**config.mk**
```make
export PLATFORM = sky130hd
export DESIGN_NAME = uvc_iso_frame_packetizer
export DESIGN_NICKNAME = d
export VERILOG_FILES = /design/src/rtl/core/uvcifp_pkg.sv /design/src/rtl/core/uvc_iso_frame_packetizer.sv
export SDC_FILE = /design/constraint.sdc
export NUM_CORES = 1
export LEC_CHECK = 0
export BUFFER_PORTS_ARGS = -buffer_cell sky130_fd_sc_hd__buf_4
export CAP_MARGIN = 20
export CORE_UTILIZATION = 51
export CTS_CLUSTER_DIAMETER = 100
export DETAILED_ROUTE_END_ITERATION = 10
export PLACE_DENSITY = 0.79
export REMOVE_ABC_BUFFERS = 1
export SKIP_LAST_GASP = 1
export SYNTH_ARGS = -nofsm -noshare
export SYNTH_HDL_FRONTEND = slang
export SYNTH_SLANG_ARGS = --single-unit
```
**constraint.sdc**
```tcl
create_clock -name clk -period 2.4 [get_ports clk]
set_input_delay 0.48 -clock clk [delete_from_list [all_inputs] [get_ports clk]]
set_output_delay 0.48 -clock clk [all_outputs]
set_load 0.02 [all_outputs]
```
**src/rtl/core/uvcifp_pkg.sv**
```systemverilog
`default_nettype none
// ----------------------------------------------------------------------------
// uvcifp_pkg
// Shared codes, constants and helpers for the UVC isochronous frame packetizer.
// ----------------------------------------------------------------------------
package uvcifp_pkg;

  localparam int OFFSET_BITS_DEF = 26;

  // Input operation codes.
  localparam logic [1:0] OP_SET_IFACE  = 2'd0;
  localparam logic [1:0] OP_SOF        = 2'd1;
  localparam logic [1:0] OP_IN_DONE    = 2'd2;
  localparam logic [1:0] OP_BUF_FILLED = 2'd3;

  // Play state codes, also reported on the play mode output.
  localparam logic [1:0] PS_STOP   = 2'd0;
  localparam logic [1:0] PS_READY  = 2'd1;
  localparam logic [1:0] PS_STREAM = 2'd2;

  // Register indexes on the configuration port.
  localparam logic [1:0] REG_ISO_EP    = 2'd0;
  localparam logic [1:0] REG_FULL_CNT  = 2'd1;
  localparam logic [1:0] REG_LAST_LEN  = 2'd2;
  localparam logic [1:0] REG_SLICE_LEN = 2'd3;

  localparam logic [9:0] MAX_PAYLOAD = 10'd1022;

  // Header flag byte bits.
  localparam int HDR_FID = 0;
  localparam int HDR_EOF = 1;

  // Lengths above the largest payload are clamped to it.
  function automatic logic [9:0] sat_payload(input logic [9:0] v);
    sat_payload = (v > MAX_PAYLOAD) ? MAX_PAYLOAD : v;
  endfunction

endpackage
`default_nettype wire

```
**src/rtl/core/uvc_iso_frame_packetizer.sv**
```systemverilog
`default_nettype none
// ----------------------------------------------------------------------------
// uvc_iso_frame_packetizer
// Cuts double-buffered video frames into isochronous packet descriptors.
// ----------------------------------------------------------------------------
// Every input transfer produces exactly one result transfer. A set-interface
// item selects stop (alternate 0) or ready (alternate 1); any other alternate
// is rejected with stall_res and changes nothing. In ready, a start of frame
// sends a header-only descriptor and enters streaming. While streaming, each
// in-complete on the configured endpoint sends the next slice of the frame:
// full_packet_count slices of slice_bytes, then one final slice of
// last_payload_bytes that sets end of frame and swaps to the other buffer if
// the producer has marked it full. The block sustains one item per clock
// while the output is not stalled: an item is captured in an input register,
// and the state update plus the result computation (a few compares and one
// offset add) happen in the single cycle in which it moves into the output
// register. Both registers lie between an input transfer and out_valid. When
// the output is stalled the input register holds one further item before
// in_stall rises. The user must write configuration registers over the
// APB-style port only while the block is idle; the block does not enforce it.
module uvc_iso_frame_packetizer #(
  parameter int OFFSET_BITS = uvcifp_pkg::OFFSET_BITS_DEF
) (
  input  wire logic                   clk,
  input  wire logic                   rst_n,
  // Configuration port
  input  wire logic                   psel,
  input  wire logic                   penable,
  input  wire logic                   pwrite,
  input  wire logic [3:0]             paddr,
  input  wire logic [31:0]            pwdata,
  output logic      [31:0]            prdata,
  output logic                        pready,
  // Input channel
  input  wire logic                   in_valid,
  output logic                        in_stall,
  input  wire logic [1:0]             in_op,
  input  wire logic [15:0]            in_alt_value,
  input  wire logic [6:0]             in_endpoint,
  input  wire logic                   in_filled_buffer,
  // Result channel
  output logic                        out_valid,
  input  wire logic                   out_stall,
  output logic                        out_send,
  output logic [7:0]                  out_header_flags,
  output logic                        out_buffer_select,
  output logic [OFFSET_BITS-1:0]      out_payload_offset,
  output logic [9:0]                  out_payload_bytes,
  output logic                        out_stall_res,
  output logic [1:0]                  out_play_mode
);
  import uvcifp_pkg::*;

  // Configuration registers.
  logic [3:0]  iso_ep_r;
  logic [15:0] full_cnt_r;
  logic [9:0]  last_len_r;
  logic [9:0]  slice_len_r;

  logic        cfg_wr;
  logic [1:0]  cfg_idx;

  assign pready  = 1'b1;
  assign cfg_idx = paddr[3:2];
  assign cfg_wr  = psel & penable & pwrite;

  always_ff @(posedge clk) begin
    if (!rst_n) begin
      iso_ep_r    <= 4'd1;
      full_cnt_r  <= 16'd0;
      last_len_r  <= 10'd0;
      slice_len_r <= MAX_PAYLOAD;
    end else if (cfg_wr) begin
      case (cfg_idx)
        REG_ISO_EP:    iso_ep_r    <= pwdata[3:0];
        REG_FULL_CNT:  full_cnt_r  <= pwdata[15:0];
        REG_LAST_LEN:  last_len_r  <= pwdata[9:0];
        REG_SLICE_LEN: slice_len_r <= pwdata[9:0];
        default: ;
      endcase
    end
  end

  always_comb begin
    case (cfg_idx)
      REG_ISO_EP:    prdata = {28'd0, iso_ep_r};
      REG_FULL_CNT:  prdata = {16'd0, full_cnt_r};
      REG_LAST_LEN:  prdata = {22'd0, last_len_r};
      REG_SLICE_LEN: prdata = {22'd0, slice_len_r};
      default:       prdata = 32'd0;
    endcase
  end

  // Input register stage.
  logic        in_vld_r;
  logic [1:0]  op_r;
  logic [15:0] alt_r;
  logic [6:0]  ep_r;
  logic        fb_r;

  // The output register takes a new result when it is empty or being drained.
  logic        advance;
  logic        out_vld_r;

  assign advance  = in_vld_r & (~out_vld_r | ~out_stall);
  assign in_stall = in_vld_r & ~advance;

  always_ff @(posedge clk) begin
    if (!rst_n) begin
      in_vld_r <= 1'b0;
    end else if (in_valid & ~in_stall) begin
      in_vld_r <= 1'b1;
    end else if (advance) begin
      in_vld_r <= 1'b0;
    end
  end

  always_ff @(posedge clk) begin
    if (in_valid & ~in_stall) begin
      op_r  <= in_op;
      alt_r <= in_alt_value;
      ep_r  <= in_endpoint;
      fb_r  <= in_filled_buffer;
    end
  end

  // Packetizer state.
  logic [1:0]             play_r,  play_nxt;
  logic [15:0]            idx_r,   idx_nxt;
  logic [OFFSET_BITS-1:0] offs_r,  offs_nxt;
  logic [1:0]             hdr_r,   hdr_nxt;     // end of frame and frame id
  logic                   cur_r,   cur_nxt;
  logic [1:0]             full_r,  full_nxt;

  // Result of the item being retired.
  logic                   send_c;
  logic [1:0]             flags_c;
  logic                   bsel_c;
  logic [OFFSET_BITS-1:0] poffs_c;
  logic [9:0]             bytes_c;
  logic                   stall_c;

  logic [1:0]             hdr_tmp;
  logic [9:0]             slice_sat;
  logic [9:0]             last_sat;

  assign slice_sat = sat_payload(slice_len_r);
  assign last_sat  = sat_payload(last_len_r);

  always_comb begin
    play_nxt = play_r;
    idx_nxt  = idx_r;
    offs_nxt = offs_r;
    hdr_nxt  = hdr_r;
    cur_nxt  = cur_r;
    full_nxt = full_r;
    send_c   = 1'b0;
    flags_c  = 2'b00;
    bsel_c   = 1'b0;
    poffs_c  = '0;
    bytes_c  = 10'd0;
    stall_c  = 1'b0;
    hdr_tmp  = hdr_r;
    case (op_r)
      OP_SET_IFACE: begin
        if (alt_r == 16'd0) begin
          play_nxt = PS_STOP;
        end else if (alt_r == 16'd1) begin
          play_nxt = PS_READY;
        end else begin
          stall_c = 1'b1;
        end
      end
      OP_SOF: begin
        if (play_r == PS_READY) begin
          // An empty current buffer means the producer filled the other one.
          cur_nxt  = full_r[cur_r] ? cur_r : ~cur_r;
          idx_nxt  = 16'd0;
          offs_nxt = '0;
          play_nxt = PS_STREAM;
          send_c   = 1'b1;
          flags_c  = hdr_r;
          bsel_c   = cur_nxt;
        end
      end
      OP_IN_DONE: begin
        if ((ep_r == {3'd0, iso_ep_r}) && (play_r == PS_STREAM)) begin
          if (idx_r == 16'd0) begin
            hdr_tmp[HDR_EOF] = 1'b0;
            hdr_tmp[HDR_FID] = ~hdr_r[HDR_FID];
          end
          send_c  = 1'b1;
          bsel_c  = cur_r;
          poffs_c = offs_r;
          if (idx_r < full_cnt_r) begin
            bytes_c  = slice_sat;
            idx_nxt  = idx_r + 16'd1;
            offs_nxt = offs_r + OFFSET_BITS'(slice_sat);
          end else begin
            hdr_tmp[HDR_EOF] = 1'b1;
            bytes_c  = last_sat;
            if (full_r[~cur_r]) begin
              full_nxt[cur_r] = 1'b0;
              cur_nxt         = ~cur_r;
            end
            idx_nxt  = 16'd0;
            offs_nxt = '0;
          end
          hdr_nxt = hdr_tmp;
          flags_c = hdr_tmp;
        end
      end
      OP_BUF_FILLED: begin
        full_nxt[fb_r] = 1'b1;
      end
      default: ;
    endcase
  end

  always_ff @(posedge clk) begin
    if (!rst_n) begin
      play_r <= PS_STOP;
      idx_r  <= 16'd0;
      offs_r <= '0;
      hdr_r  <= 2'b00;
      cur_r  <= 1'b0;
      full_r <= 2'b00;
    end else if (advance) begin
      play_r <= play_nxt;
      idx_r  <= idx_nxt;
      offs_r <= offs_nxt;
      hdr_r  <= hdr_nxt;
      cur_r  <= cur_nxt;
      full_r <= full_nxt;
    end
  end

  // Output register.
  always_ff @(posedge clk) begin
    if (!rst_n) begin
      out_vld_r <= 1'b0;
    end else if (advance) begin
      out_vld_r <= 1'b1;
    end else if (~out_stall) begin
      out_vld_r <= 1'b0;
    end
  end

  always_ff @(posedge clk) begin
    if (advance) begin
      out_send           <= send_c;
      out_header_flags   <= {6'd0, flags_c};
      out_buffer_select  <= bsel_c;
      out_payload_offset <= poffs_c;
      out_payload_bytes  <= bytes_c;
      out_stall_res      <= stall_c;
      out_play_mode      <= play_nxt;
    end
  end

  assign out_valid = out_vld_r;

endmodule
`default_nettype wire

```
=== Yosys cells after proc, flatten, opt, wreduce, memory -nomap -nowiden ===
Index checks and enable logic that the tools add are counted.
W data, S select, Z words.

* Register bits after elaboration: 160
* Logic and storage cells: 134

* Eq/ne operators: 15
* Bitwise gates (word level): 16
* $lt $le $gt $ge: 8
* Add/subtract/negate cells: 2
* Muxes and demuxes: 50
* Reduce and logical (&&, ||, !) cells: 20

{| class="wikitable"
|+ Operators by type and width
! kind !! count
|-
| $pmux W32 S4 || 1
|-
| $mux W26 || 3
|-
| $pmux W26 S2 || 1
|-
| $mux W16 || 3
|-
| $logic_not A16 Y1 || 2
|-
| $pmux W16 S2 || 1
|-
| $mux W10 || 3
|-
| $add A26 B10 Y26 || 1
|-
| $mux W1 || 21
|-
| $gt A10 B10 Y1 const B || 2
|-
| $mux W2 || 9
|-
| $add A16 B1 Y16 const B || 1
|-
| $eq A16 B1 Y1 const B || 1
|-
| $lt A16 B16 Y1 || 1
|-
| $pmux W2 S2 || 3
|-
| $eq A2 B2 Y1 const B || 5
|-
| $reduce_and A2 Y1 || 5
|-
| $ne A2 B2 Y1 const B || 4
|-
| $eq A7 B4 Y1 || 1
|-
| $not A1 Y1 || 7
|-
| $eq A2 B1 Y1 const B || 3
|-
| $lt A1 B2 Y1 const B || 3
|-
| $pmux W1 S2 || 3
|-
| $reduce_and A6 Y1 || 1
|-
| 15 further kinds || 26
|}

=== Longest topological paths before layout ===
Gate-level depths: netlist (run 1).

* Depth after elaboration: 10
* Gate-level depth with buffers: 11
* Mapped depth without buffers: 11

=== Least setup slack after synthesis (run 1) ===
Ideal clock, no wire load.

* Path type: flip-flop to flip-flop
* Start: reg slice_len_r[6]
* End: reg offs_r[24]
* Buffers on the path: 0
* Arrival time: 2366 ps
* Data required time: 2283 ps
* Library setup time: 117 ps
* Cell stages (with the launch flop): 12
* Setup slack: -83 ps
* Cell sequence: dfxtp_1 > nand4_1 > o31a_1 > ha_1 > inv_1 > fa_1 > nand2b_1 > a211oi_1 > o31ai_2 > nor4_2 > xnor2_1 > nor2_1

* Word-level cells in the longest chain between the ends: 6

{| class="wikitable"
|+ Ends and longest elaborated chain
! what !! RTL line !! RTL
|-
| from (decl) || uvc_iso_frame_packetizer.sv:58 || <nowiki>logic [9:0] slice_len_r;</nowiki>
|-
| from (signal assigned) || uvc_iso_frame_packetizer.sv:78 || <nowiki>REG_SLICE_LEN: slice_len_r <= pwdata[9:0];</nowiki>
|-
| $gt A10 B10 Y1 || uvcifp_pkg.sv:35 || <nowiki>sat_payload = (v > MAX_PAYLOAD) ? MAX_PAYLOAD : v;</nowiki>
|-
| $mux W10 (*) || uvcifp_pkg.sv:35 ||
|-
| $add A26 B10 Y26 (*) || uvc_iso_frame_packetizer.sv:198 || <nowiki>offs_nxt = offs_r + OFFSET_BITS'(slice_sat);</nowiki>
|-
| $mux W26 (*) || uvc_iso_frame_packetizer.sv:195 || <nowiki>if (idx_r < full_cnt_r) begin</nowiki>
|-
| $mux W26 (*) || uvc_iso_frame_packetizer.sv:187 || <nowiki>if ((ep_r == {3'd0, iso_ep_r}) && (play_r == PS_STREAM)) begin</nowiki>
|-
| $pmux W26 S2 (*) || uvc_iso_frame_packetizer.sv:164 || <nowiki>case (op_r)</nowiki>
|-
| to (signal assigned) || uvc_iso_frame_packetizer.sv:231 || <nowiki>offs_r <= offs_nxt;</nowiki>
|-
| to (decl) || uvc_iso_frame_packetizer.sv:130 || <nowiki>logic [OFFSET_BITS-1:0] offs_r, offs_nxt;</nowiki>
|}

Every way passes the cells marked *; elsewhere a longest branch is shown, timed or not. The select of a mux whose other input is x is not followed.
A chain may end at the register's enable or synchronous reset.

=== Worst setup path after layout (run 1) ===
* Start: reg slice_len_r[5]
* End: reg offs_r[6]

The elaborated chain is that of the path after synthesis.

==> metrics, run 1 <==
Fin Hold WS=between 0.2 and 0.25 ns; critical path arrival=around 2.9 ns; Synth Cell Area=8110 sq um; CP Capture Type=register; Die Width=between 100 and 150 microns; Most used DFF post-synth=dfxtp_1; most frequent cell after synthesis=nand2_1; GRT Overall Usage=a little under a quarter; global route overflow=0; worst reg2reg path endpoint=offs_r[6]; Worst-Skew Late Latency=~0.43 ns; GR Util met2=36.5%; Max Cap Violations=0; Post-Layout Inst Area=10100 sq um; H-Tree Depth=4; routability cong.=between 0.8 and 0.9; pin count of the biggest net entering global routing=45; GR Util met3=under 10%; Synth area leaders=edfxtp_1, dfxtp_1, ha_1; Area after DPL=~9400 sq um; antenna violations before repair=0; Synth top cells by count=nand2_1, dfxtp_1, edfxtp_1; vias per inst=between 5 and 6; r2r setup slk=-0.08 ns; Worst EP required=2.77 ns; warnings from Yosys=0; Initial Utilization=between 50% and 60%; Die Span Y=about 130 microns; RSZ-0062 raised after global routing=true; Clock Tree Root=clkbuf_16; Comb power frac=about a tenth; CTS tree=done; Core ar.=approximately 15000 sq um; synthesized instance count=817; slew margin rel.=between 50% and 60%; post-route ant nets=0; # diodes=0; global-route wire length before repair=28900 microns; hold path cells=1; # DRC=0; class of the worst hold path=input pin to register; Leakage Power=between 3 and 4 nW; R2R Path Start=slice_len_r[5]; Final Max Slew Viols=0; post-synth top area cell=edfxtp_1; clock skew=0.0103 ns; EDFF count, synth=69; VDD IR max=0.695 mV; failing checks=setup timing; Critical Path Fanout Max=2; synthesis-to-finish area growth=24.9%; Int Power=~4.5 mW; DR iter-0 viols=approximately 480; hold endpoint=alt_r[2]; Net Sw Frac=~26%; worst hold start=in_alt_value[2]; Max Clock Freq=403 MHz; Synth Area per Inst=approximately 10 sq um; post-route minimum period=between 2 and 2.5 ns; CTS clk-pin slew, worst paths=0.07 ns; Num CTS Buffers=17; share of cells above drive strength 1=between 20 and 30%; Hold-fix buffers, CTS=0; sequential area share after synthesis=roughly half; num rows=45; # setup viols final=11; clock buffer depth=2; Seq pwr share=between 40% and 50%; Clk pwr share=41.6%; FF+latch count, synth=160; Unique masters post-synth=70; Critical Path Start Type=register; NetSw=around 1.6 mW; R2R depth=12; vias in the first global route=slightly below 6000; crit path kind=register to register; final core utilization=approximately two thirds; port bufs=about 110; Nets=roughly 1100; setup TNS=-0.388 ns; DPL Wire Length=roughly 13000 microns; GR met1 Demand/Resource=between 30% and 40%; post-synth top area share=between 20% and 30%; TritonRoute pass-1 iters=5; Setup WS pre-CTS=-0.128 ns; # IOs=153; Least-Margin Pin Slew=about 0.66 ns; Avg WL per Cell=roughly 16 microns; PnR worst setup slack=-0.0836 ns; DIE AREA=about 16000 sq um; CTS Sinks=160; Tcrit/Tclk final=103%; total number of vias=6320; Top Usage Layer GRT=met2; status=complete, but fails checks; Hold Vio Cnt, Final=0; pwr dens=602 nW/um^2; asr flop ratio synth=0%; final WL=around 19000 microns
[routing by layer]
layer	vias up	routed length (microns)	share of wire [%]
li1	3108	-	-
met1	2944	8410	45
met2	236	8720	47
met3	32	1090	5.8
met4	0	463	2.5
met5	-	0	0
[flip-flops by register name, indices dropped and copies added, names as in the netlist, 4 cells and up]
signal and cells:
alt_r 16, ep_r 7, full_cnt_r 16, idx_r 16, iso_ep_r 4, last_len_r 10, offs_r 26, out_payload_bytes 10
out_payload_offset 26, slice_len_r 10
[stage by stage]
step           cells  power, mW
6_report        1187       6.10
5_1_grt         1187       6.30
4_1_cts         1181       6.08
3_5_place_dp    1148       3.58
3_3_place_gp    1148       3.57
2_1_floorplan    769       3.30
[cell type report]
class | count | area, sq um
Inverter | 33 | 124
Fill cell | 1192 | 5240
Multi-Input combinational cell | 577 | 3940
Timing Repair Buffer | 174 | 1360
Clock buffer | 18 | 429
Clock inverter | 14 | 120
Tap cell | 211 | 264
Sequential cell | 160 | 3900
[logic make-up after synthesis]
kind of cell	after synthesis	synth area share [%]
simple gates	327	21.1
compound gates	131	11.6
fa+ha+maj	33	5.18
flops	160	48.0
mux	26	3.93
buf+inv	102	6.12
xor+xnor	36	3.89
other cells	2	0.0926
[cells in the final DEF (no fill, tap or decap), types with 6 or more instances in the layout]
cell type and n:
a21boi_1 20, a21o_1 8, a21oi_1 26, a22o_1 6, and2_1 43, and3_1 7
buf_4 166, clkbuf_16 17, conb_1 23, dfxtp_1 87, edfxtp_1 69, ha_1 31
inv_1 30, mux2_2 7, mux2i_1 15, nand2_1 106, nand3_1 36, nand4_1 9
nor2_1 50, nor2b_1 18, nor3_1 6, nor3_2 10, o21ai_0 7, o21ai_1 8
o31ai_1 8, or3_1 9, xnor2_1 25, xor2_1 11
[power groups by stage]
stage | combinational (mW) | sequential [mW] | clock, mW
finish | 0.617 | 2.94 | 2.54
global route | 0.659 | 2.95 | 2.69
CTS | 0.588 | 2.94 | 2.55
detailed placement | 0.581 | 3.00 | 0
global placement | 0.571 | 3.00 | 0
floorplan | 0.258 | 3.04 | 0
[worst max-delay path: stages, from the launching register on]
cell and delay, ns:
dfxtp_2 0.32, nand4_1 0.09, o31a_1 0.21, ha_2 0.21
inv_2 0.04, fa_2 0.35, nand2b_4 0.15, buf_6 0.11
a21oi_2 0.11, o21a_1 0.16, nor3_2 0.05, or4b_4 0.49
a21boi_2 0.14
[worst max-delay path by stage]
stage	start	end	cells after the start	slack (ns)
after global routing	slice_len_r[5]	offs_r[6]	12	-0.21
final	slice_len_r[5]	offs_r[6]	12	-0.08
after CTS	slice_len_r[4]	offs_r[6]	12	-0.07
after global placement	slice_len_r[6]	offs_r[18]	13	-0.05
after floorplan	op_r[0]	offs_r[9]	7	-0.56
after detailed placement	slice_len_r[4]	offs_r[22]	13	-0.13
[what timing repair did]
action / CTS / global route
gates cloned: 0 / 1
setup buffers: 1 / 6
endpoints found under the setup margin: 9 / 38
resized for setup: 7 / 26
pin swaps: 6 / 21
Note: power is estimated with default switching activity, not from simulation.
==> run 2: changes to the inputs <==
CORE_UTILIZATION = 35   (was 51)
PLACE_DENSITY = 0.59   (was 0.79)
==> run 2 against run 1 <==
The run still ends with setup timing left. Via count is 3.6% lower. Final area is 1.4% higher. Global-route usage down 6.2 points. Flip-flop and latch count is the same. Clock power rose by 6%. Clock skew grew 0.0067 ns. Power increased by 2.4%. Clock-buffer cell count is 1 lower. Setup slack improved by 0.066 ns. Fmax is 2.7% higher. Critical path depth stayed put. Worst hold slack got worse by 0.0087 ns.
==> metrics, run 2 (synthesis results as in run 1) <==
Critical Path Fanout Max=3; Critical Path Start Type=register; vias in the first global route=5897; clock buffer depth=2; Worst EP required=2.73 ns; VDD IR max=roughly 0.51 mV; crit path kind=register to register; post-route ant nets=0; DR iter-0 viols=383; vias per inst=4.83; num rows=55; Die Width=154 microns; commonest cells after routing, fill and taps aside=buf_4, nand2_1, dfxtp_1, edfxtp_1, nor2_1; status=complete, but fails checks; RSZ-0062 raised after global routing=true; Nets=~1100; global-route wire length before repair=between 30000 and 40000 microns; CTS tree=done; port bufs=roughly 110; final core utilization=around 45%; # IOs=153; biggest registers after layout=offs_r: 26 flops, out_payload_offset: 26 flops; Cell Count, Final, Fillers Out=1261; Leakage Power=4.02 nW; Tcrit/Tclk final=101%; Hold Vio Cnt, Final=0; post-route minimum period=2.42 ns; most common cell after layout, fill and taps aside=buf_4; Core ar.=between 20000 and 25000 sq um; synthesis-to-finish area growth=26.7%; R2R depth=12; failing checks=setup timing; Worst-Skew Late Latency=0.44 ns; routability cong.=0.817; worst reg2reg path endpoint=offs_r[22]; critical path arrival=around 2.8 ns; Initial Utilization=roughly 36%; slew margin rel.=roughly three fifths; GRT Overall Usage=16.8%; r2r setup slk=-0.02 ns; Max Clock Freq=414 MHz; final WL=19100 microns; Clock Tree Root=clkbuf_16; Num CTS Buffers=17; global route overflow=0; CTS clk-pin slew, worst paths=0.07 ns; # setup viols final=5; Avg WL per Cell=15.2 microns; TritonRoute pass-1 iters=4; hold path cells=1; worst hold start=in_alt_value[15]; share of cells above drive strength 1=27.8%; Area after DPL=9480 sq um; antenna violations before repair=0; CP Capture Type=register; Max Cap Violations=0; Least-Margin Pin Slew=between 0.6 and 0.7 ns; Final Max Slew Viols=0; pin count of the biggest net entering global routing=53; Die Span Y=between 150 and 200 microns; R2R Path Start=slice_len_r[4]; class of the worst hold path=input pin to register; pwr dens=around 600 nW/um^2; Hold-fix buffers, CTS=0; H-Tree Depth=4; Placed Cells=between 1000 and 1500; clock skew=0.0170 ns; CTS Sinks=160; DPL Wire Length=~14000 microns; # DRC=0; total chip power=~6.2 mW; hold endpoint=alt_r[15]; Post-Layout Inst Area=between 10000 and 15000 sq um; # diodes=0; total number of vias=about 6100; PnR worst setup slack=-0.0181 ns; DIE AREA=about 24000 sq um
## run 2: cell types whose count changed in the layout (fill, tap and decap cells not counted), moves of 2 or more
cell	delta
clkinv_8	+4
nor3_2	-3
buf_4	+2
clkinv_2	-2
clkinvlp_4	-2
nor3_4	+2
## run 2: worst max-delay path by stage
stage / from / to / slack [ns] / cells past startpoint
floorplan: op_r[0] / offs_r[9] / -0.56 / 7
global placement: slice_len_r[6] / offs_r[10] / -0.09 / 13
detailed placement: slice_len_r[6] / offs_r[10] / -0.10 / 13
CTS: slice_len_r[4] / offs_r[6] / 0.003 / 11
global route: slice_len_r[3] / offs_r[22] / -0.13 / 12
finish: slice_len_r[4] / offs_r[22] / -0.02 / 12
## run 2: layer usage
metal / vias up / GRT usage [%] / wire length (microns)
met4: 0 / 4.81 / 201
li1: 3100 / - / -
met3: 14 / 3.00 / 776
met2: 142 / 26.4 / 8510
met1: 2834 / 23.4 / 9630
met5: - / 0 / 0
## run 2: cell type report
cell class,instances,area [sq um]
Fill cell,2179,12400
Clock inverter,15,164
Inverter,33,124
Clock buffer,17,425
Tap cell,285,357
Timing Repair Buffer,175,1370
Sequential cell,160,3900
Multi-Input combinational cell,576,3940
## run 2: critical path, stage by stage, from the launching register on
cell and delay [ns]:
dfxtp_2 0.32, nand4_1 0.09, o31a_1 0.21, ha_2 0.21, inv_2 0.04, fa_2 0.35
nand2b_4 0.17, a211oi_4 0.27, o31ai_4 0.13, buf_6 0.15, nor3_4 0.17, xnor2_1 0.14
nor2_1 0.05
## run 2: report_power, final
part	internal [mW]	switching [mW]	total (mW)
Combinational	0.259	0.350	0.610
Sequential	2.91	0.0313	2.94
Clock	1.40	1.30	2.69
## run 2: timing repair
item,4_1_cts,5_1_grt
setup endpoints to repair,9,38
setup buffers,0,8
pin swaps,4,26
cloned,0,0
gates resized for setup,7,28
## run 2: through the flow
| step | worst slack, ns | setup TNS, ns | hold slack [ns] |
|---|---|---|---|
| floorplan | -0.565 | -20.97 | 0.440 |
| global placement | -0.0873 | -0.567 | 0.454 |
| detailed placement | -0.103 | -0.732 | 0.462 |
| CTS | 0.00336 | 0 | 0.200 |
| global route | -0.131 | -1.19 | 0.196 |
| finish | -0.0181 | -0.0548 | 0.213 |
